### src/rtl/core/whb_pkg.sv
`default_nettype none

package whb_pkg;

    // Sizes of the histogram.
    localparam int MAX_BINS   = 64;
    localparam int VALUE_BITS = 32;
    localparam int TOTAL_BITS = 40;
    localparam int WEIGHT_W   = 16;
    localparam int SLOT_W     = 7;
    localparam int BIN_W      = $clog2(MAX_BINS);
    // Wide enough for an edge count of MAX_BINS + 1.
    localparam int CNT_W      = $clog2(MAX_BINS + 2);
    localparam int CFG_IDX_W  = 2;

    // Request operation codes.
    typedef enum logic [1:0] {
        OP_ADD   = 2'd0,
        OP_EDGE  = 2'd1,
        OP_CLEAR = 2'd2,
        OP_READ  = 2'd3
    } t_op;

    // Configuration register indexes.
    typedef enum logic [CFG_IDX_W-1:0] {
        CFG_RANGE_LOW  = 2'd0,
        CFG_RANGE_HIGH = 2'd1,
        CFG_BINS       = 2'd2,
        CFG_SPARE      = 2'd3
    } t_cfg_idx;

    // Sequencer states.
    typedef enum logic [1:0] {
        ST_IDLE,
        ST_COUNT,
        ST_UPDATE,
        ST_READ
    } t_state;

    // Token that walks down the chain and counts edges at or below the sample.
    typedef struct packed {
        logic             valid;
        logic [CNT_W-1:0] count;
    } t_token;

    // One bin as it shifts toward the output during a readout.
    typedef struct packed {
        logic [TOTAL_BITS-1:0]        total;
        logic signed [VALUE_BITS-1:0] lower_edge;
    } t_bin_rec;

    // Control broadcast from the sequencer to every cell.
    typedef struct packed {
        logic                         edge_we;
        logic [SLOT_W-1:0]            edge_slot;
        logic signed [VALUE_BITS-1:0] edge_value;
        logic signed [VALUE_BITS-1:0] sample_value;
        logic [WEIGHT_W-1:0]          weight;
        logic [CNT_W-1:0]             nb_used;
        logic                         clear;
        logic                         upd_en;
        logic [BIN_W-1:0]             upd_idx;
        logic                         load;
        logic                         shift;
    } t_cell_ctrl;

endpackage

`default_nettype wire

### src/rtl/core/whb_cell.sv
`default_nettype none

module whb_cell
    import whb_pkg::*;
(
    input  wire              i_clk,
    input  wire              i_rst_n,
    input  wire  [BIN_W-1:0] i_index,
    input  wire t_cell_ctrl  i_ctrl,
    input  wire t_token      i_token,
    output t_token           o_token,
    input  wire t_bin_rec    i_shift_in,
    output t_bin_rec         o_shift_out
);

    logic signed [VALUE_BITS-1:0] r_edge;
    logic [TOTAL_BITS-1:0]        r_total;
    t_token                       r_token;
    t_token                       n_token;
    t_bin_rec                     r_shift;
    logic                         edge_hit;
    logic [TOTAL_BITS:0]          sum;

    // This edge counts when it is in use and lies at or below the sample.
    assign edge_hit = ({1'b0, i_index} <= i_ctrl.nb_used) &&
                      (r_edge <= i_ctrl.sample_value);

    always_comb begin
        n_token.valid = i_token.valid;
        n_token.count = i_token.count + CNT_W'(edge_hit);
    end

    always_ff @(posedge i_clk) begin
        if (!i_rst_n) begin
            r_token <= '0;
        end else begin
            r_token <= n_token;
        end
    end

    // Lower edge of this bin, written by an edge request for this slot.
    always_ff @(posedge i_clk) begin
        if (i_ctrl.edge_we && (i_ctrl.edge_slot == SLOT_W'(i_index))) begin
            r_edge <= i_ctrl.edge_value;
        end
    end

    // Saturating accumulation of the bin total.
    assign sum = {1'b0, r_total} + (TOTAL_BITS + 1)'(i_ctrl.weight);

    always_ff @(posedge i_clk) begin
        if (!i_rst_n) begin
            r_total <= '0;
        end else if (i_ctrl.clear) begin
            r_total <= '0;
        end else if (i_ctrl.upd_en && (i_ctrl.upd_idx == i_index)) begin
            r_total <= sum[TOTAL_BITS] ? {TOTAL_BITS{1'b1}} : sum[TOTAL_BITS-1:0];
        end
    end

    // Readout shift stage: snapshot the bin, then pass toward bin zero.
    always_ff @(posedge i_clk) begin
        if (i_ctrl.load) begin
            r_shift.total      <= r_total;
            r_shift.lower_edge <= r_edge;
        end else if (i_ctrl.shift) begin
            r_shift <= i_shift_in;
        end
    end

    assign o_token     = r_token;
    assign o_shift_out = r_shift;

endmodule

`default_nettype wire

### config.mk
export PLATFORM = sky130hd
export DESIGN_NAME = whb_cell
export DESIGN_NICKNAME = d
export VERILOG_FILES = /design/src/rtl/core/whb_pkg.sv /design/src/rtl/core/whb_cell.sv
export SDC_FILE = /design/constraint.sdc
export NUM_CORES = 1
export LEC_CHECK = 0
export BUFFER_PORTS_ARGS = -buffer_cell sky130_fd_sc_hd__buf_2
export CORE_UTILIZATION = 55
export DETAILED_ROUTE_END_ITERATION = 8
export PLACE_DENSITY_LB_ADDON = 0.12
export REMOVE_ABC_BUFFERS = 1
export SLEW_MARGIN = 20
export SYNTH_ARGS = -nofsm -noshare
export SYNTH_HDL_FRONTEND = slang
export SYNTH_SLANG_ARGS = --single-unit
### constraint.sdc
create_clock -name i_clk -period 11.9 [get_ports i_clk]
set_clock_uncertainty 0.2 [all_clocks]
set_input_delay 1.19 -clock i_clk [delete_from_list [all_inputs] [get_ports i_clk]]
set_output_delay 1.19 -clock i_clk [all_outputs]
set_load 0.005 [all_outputs]
==> metrics <==
outcome complete, no violations; number of global-route vias before repair roughly 6500; first-pass GRT wire length 32300 um; cell-internal power ~960 uW; final RePlAce weighted congestion about 0.95; buffer count from post-CTS setup fixing 0; maximum clock frequency 242 MHz; clock period minus final worst setup slack between 4000 and 5000 ps; unrepaired setup endpoints after global routing false; number of instances in the synthesized netlist approximately 670; Crit path required time 12010 ps; total CTS buffers 17; share of layout cells above drive strength 1 a little over two fifths; clock-pin slew on the worst setup and hold paths ~60 ps; standard-cell rows 43; switching share of power between 20% and 30%; main area contributors after synthesis sky130_fd_sc_hd__edfxtp_1 (39%), sky130_fd_sc_hd__dfxtp_1 (12%), sky130_fd_sc_hd__mux2_2 (10%), sky130_fd_sc_hd__ha_1 (8.8%), sky130_fd_sc_hd__a21oi_1 (3.3%); Final ANT Viol Nets 0; Initial Util between 50% and 60%; Critical Path Max Stage Delay 830 ps; buffer depth of the longest clock path 2; sequential share of power 47.7%; Critical Path AT about 4200 ps; most common cell after layout, fill and taps aside sky130_fd_sc_hd__buf_2; mean instance size in the synthesized netlist approximately 12 um2; most frequent cell on the critical path sky130_fd_sc_hd__ha_1; most frequent cells in the layout sky130_fd_sc_hd__buf_2 (271), sky130_fd_sc_hd__edfxtp_1 (104), sky130_fd_sc_hd__mux2_2 (72), sky130_fd_sc_hd__ha_1 (56), sky130_fd_sc_hd__a21oi_1 (53); Pre-Repair DR Iteration Count 5; summed negative setup slack over all endpoints 0 ps; number of buffers inserted by port buffering between 200 and 300; number of synthesized flops with an enable pin 104; Clock Tree Root sky130_fd_sc_hd__clkbuf_16; LEAKAGE 0.00437 uW; vias per cell about 5.7; die width 122 um; largest net degree at the start of global routing 73; count of unique library cells instantiated by Yosys 59; Synth Cell Area roughly 8000 um2; Global Route Usage Sum between 20% and 30%; CP startpoint kind input pin; hold buffers post-CTS 0; Hold Fails Final Rpt 0; worst setup path startpoint i_ctrl[64]; relative max-transition margin between 20% and 30%; total power draw 1250 uW; Die H 122 um; clk_lat worst skew around 420 ps; number of H-tree branching levels 4; DRC 0; final clock period utilization by the worst path ~35%; routed wirelength normalized by instance count 18.4 um; Detailed Route Iter0 Violations 484; ports placed on the boundary around 270; Layout Nets 1194; post-synthesis async set-or-reset flop share 0%; count of pins over their slew limit 0; sequential area share after synthesis roughly half; startpoint of the tightest hold check path r_total[37]; final wirelength between 20000 and 25000 um; post_cts resized 0; critical path fanouts, max 4; Worst Setup Path Type in2reg; proportion of power drawn by combinational gates about a tenth; initial antenna violation count 3; clock tree from TritonCTS done; slew of the pin with the lowest slew margin 1130 ps; switching power of the nets between 200 and 300 uW; number of clock sinks between 150 and 200; total die area around 15000 um2; Synth area leader sky130_fd_sc_hd__edfxtp_1; area inside the core boundary between 10000 and 15000 um2; DPL Wire Length around 16000 um; hold slack final approximately 330 ps; worst vdd rail ir drop 0.0925 mV; Remaining Overflow, GRT 0; Setup-failing EPs final 0; Power Density 124 nW/um2; Warnings, synthesis 0; cell type of the slowest stage on the worst timing path sky130_fd_sc_hd__a2111oi_0; top_reg_cell synth sky130_fd_sc_hd__edfxtp_1; via count of the routed design 6490; area share of the largest cell type after synthesis between 30% and 40%; worst path cell trace buf_2 > inv_1 > ha_1 > nand4_1 > nor2_1 > o2bb2ai_1 > a2111oi_0 > nand3_1 > a31oi_1 > ha_1 > ha_1 > nand3_1 > nor2_1 > xnor2_1 > nor2b_1; utilization after layout roughly 72%; Synth-to-Final Area Change 26.9%; number of register bits inferred by synthesis between 150 and 200; crit end category flop; Worst R2R Start r_edge[31]; classification of the worst-slack hold path reg2reg; part of the power in the clock network a little over two fifths; maximum capacitance violations 0
cell usage after synthesis, types with 2 or more instances:
cell / n
sky130_fd_sc_hd__a2111oi_0: 2
sky130_fd_sc_hd__nand4_1: 9
sky130_fd_sc_hd__nand3_1: 17
sky130_fd_sc_hd__xnor2_1: 24
sky130_fd_sc_hd__o221a_2: 3
sky130_fd_sc_hd__dfxtp_1: 48
sky130_fd_sc_hd__o21a_1: 7
sky130_fd_sc_hd__o31ai_1: 2
sky130_fd_sc_hd__a21boi_0: 3
sky130_fd_sc_hd__a211oi_1: 16
sky130_fd_sc_hd__nor3_1: 10
sky130_fd_sc_hd__nor2_1: 15
sky130_fd_sc_hd__o2bb2ai_1: 2
sky130_fd_sc_hd__ha_1: 56
sky130_fd_sc_hd__and2_1: 7
sky130_fd_sc_hd__edfxtp_1: 104
sky130_fd_sc_hd__a311oi_1: 4
sky130_fd_sc_hd__and4_1: 3
sky130_fd_sc_hd__a21o_1: 8
sky130_fd_sc_hd__nand3b_1: 2
sky130_fd_sc_hd__nor4_2: 2
sky130_fd_sc_hd__a21oi_1: 53
sky130_fd_sc_hd__a41oi_1: 4
sky130_fd_sc_hd__nand2_1: 27
sky130_fd_sc_hd__buf_2: 5
sky130_fd_sc_hd__nand2b_1: 4
sky130_fd_sc_hd__clkbuf_1: 14
sky130_fd_sc_hd__inv_1: 51
sky130_fd_sc_hd__nor4_1: 4
sky130_fd_sc_hd__o21ai_0: 29
sky130_fd_sc_hd__or4_1: 2
sky130_fd_sc_hd__and3_1: 4
sky130_fd_sc_hd__a31oi_1: 12
sky130_fd_sc_hd__mux2_2: 72
sky130_fd_sc_hd__or2_2: 3
sky130_fd_sc_hd__xor2_1: 8
sky130_fd_sc_hd__o211ai_1: 3
sky130_fd_sc_hd__or3_1: 2
sky130_fd_sc_hd__nor2b_1: 7
kinds of logic after synthesis:
group / count (synthesis) / share of synthesized area [%]
AO/OA/AOI/OAI: 159 / 13.3
multiplexers: 72 / 10.2
buffers and inverters: 70 / 3.38
AND/OR/NAND/NOR: 126 / 9.20
flip-flops: 152 / 51.3
XOR/XNOR: 32 / 3.52
adder cells (fa/ha/maj): 57 / 9.06
path summary, 6_finish.rpt:
path | end | slack (ps) | cells past startpoint
worst max-delay path | o_token[6] | 7780 | 15
worst min-delay path | r_total[37] | 330 | 2
worst max register to register | o_token[6] | 8250 | 13
worst min register to register | r_total[37] | 330 | 2
state kept, by name, indices dropped and copies added (netlist names):
| signal | count |
|---|---|
| o_shift_out | 72 |
| r_total | 40 |
| r_edge | 32 |
| o_token | 8 |
per-stage QoR:
step	area, um2	setup slack, ps	instances
final	10100	7780	1139
after global routing	10100	7600	1138
after CTS	10100	7830	1136
after detailed placement	9510	7420	1104
after global placement	9510	7550	1104
after floorplan	7880	6680	649
area by class of cell:
cell class	count	area (um2)
Multi-Input combinational cell	446	3620
Sequential cell	152	4080
Inverter	51	191
Fill cell	1026	3890
Tap cell	180	225
Clock buffer	21	472
Antenna cell	2	5.00
Timing Repair Buffer	276	1410
Clock inverter	11	95.1
routing by layer:
metal	global-route usage, %	vias up	part of all wire [%]
met2	48.0	262	49
met5	0	-	0.13
li1	-	3081	-
met3	7.67	55	7.0
met1	33.7	3088	41
met4	13.4	4	3.4
worst max-delay path, delay by kind of cell:
| kind | cells | cell delay, ps |
|---|---|---|
| XOR/XNOR | 1 | 140 |
| AO/OA/AOI/OAI | 3 | 1270 |
| buffers and inverters | 2 | 120 |
| AND/OR/NAND/NOR | 6 | 740 |
| adder cells (fa/ha/maj) | 3 | 770 |
power groups by stage:
stage / Combinational, uW / Sequential (uW) / Clock [uW]
global route: 146 / 598 / 545
floorplan: 53.2 / 610 / 0
finish: 133 / 596 / 519
CTS: 133 / 596 / 522
global placement: 127 / 606 / 0
detailed placement: 132 / 607 / 0
Power figures use the tool's default switching activity.
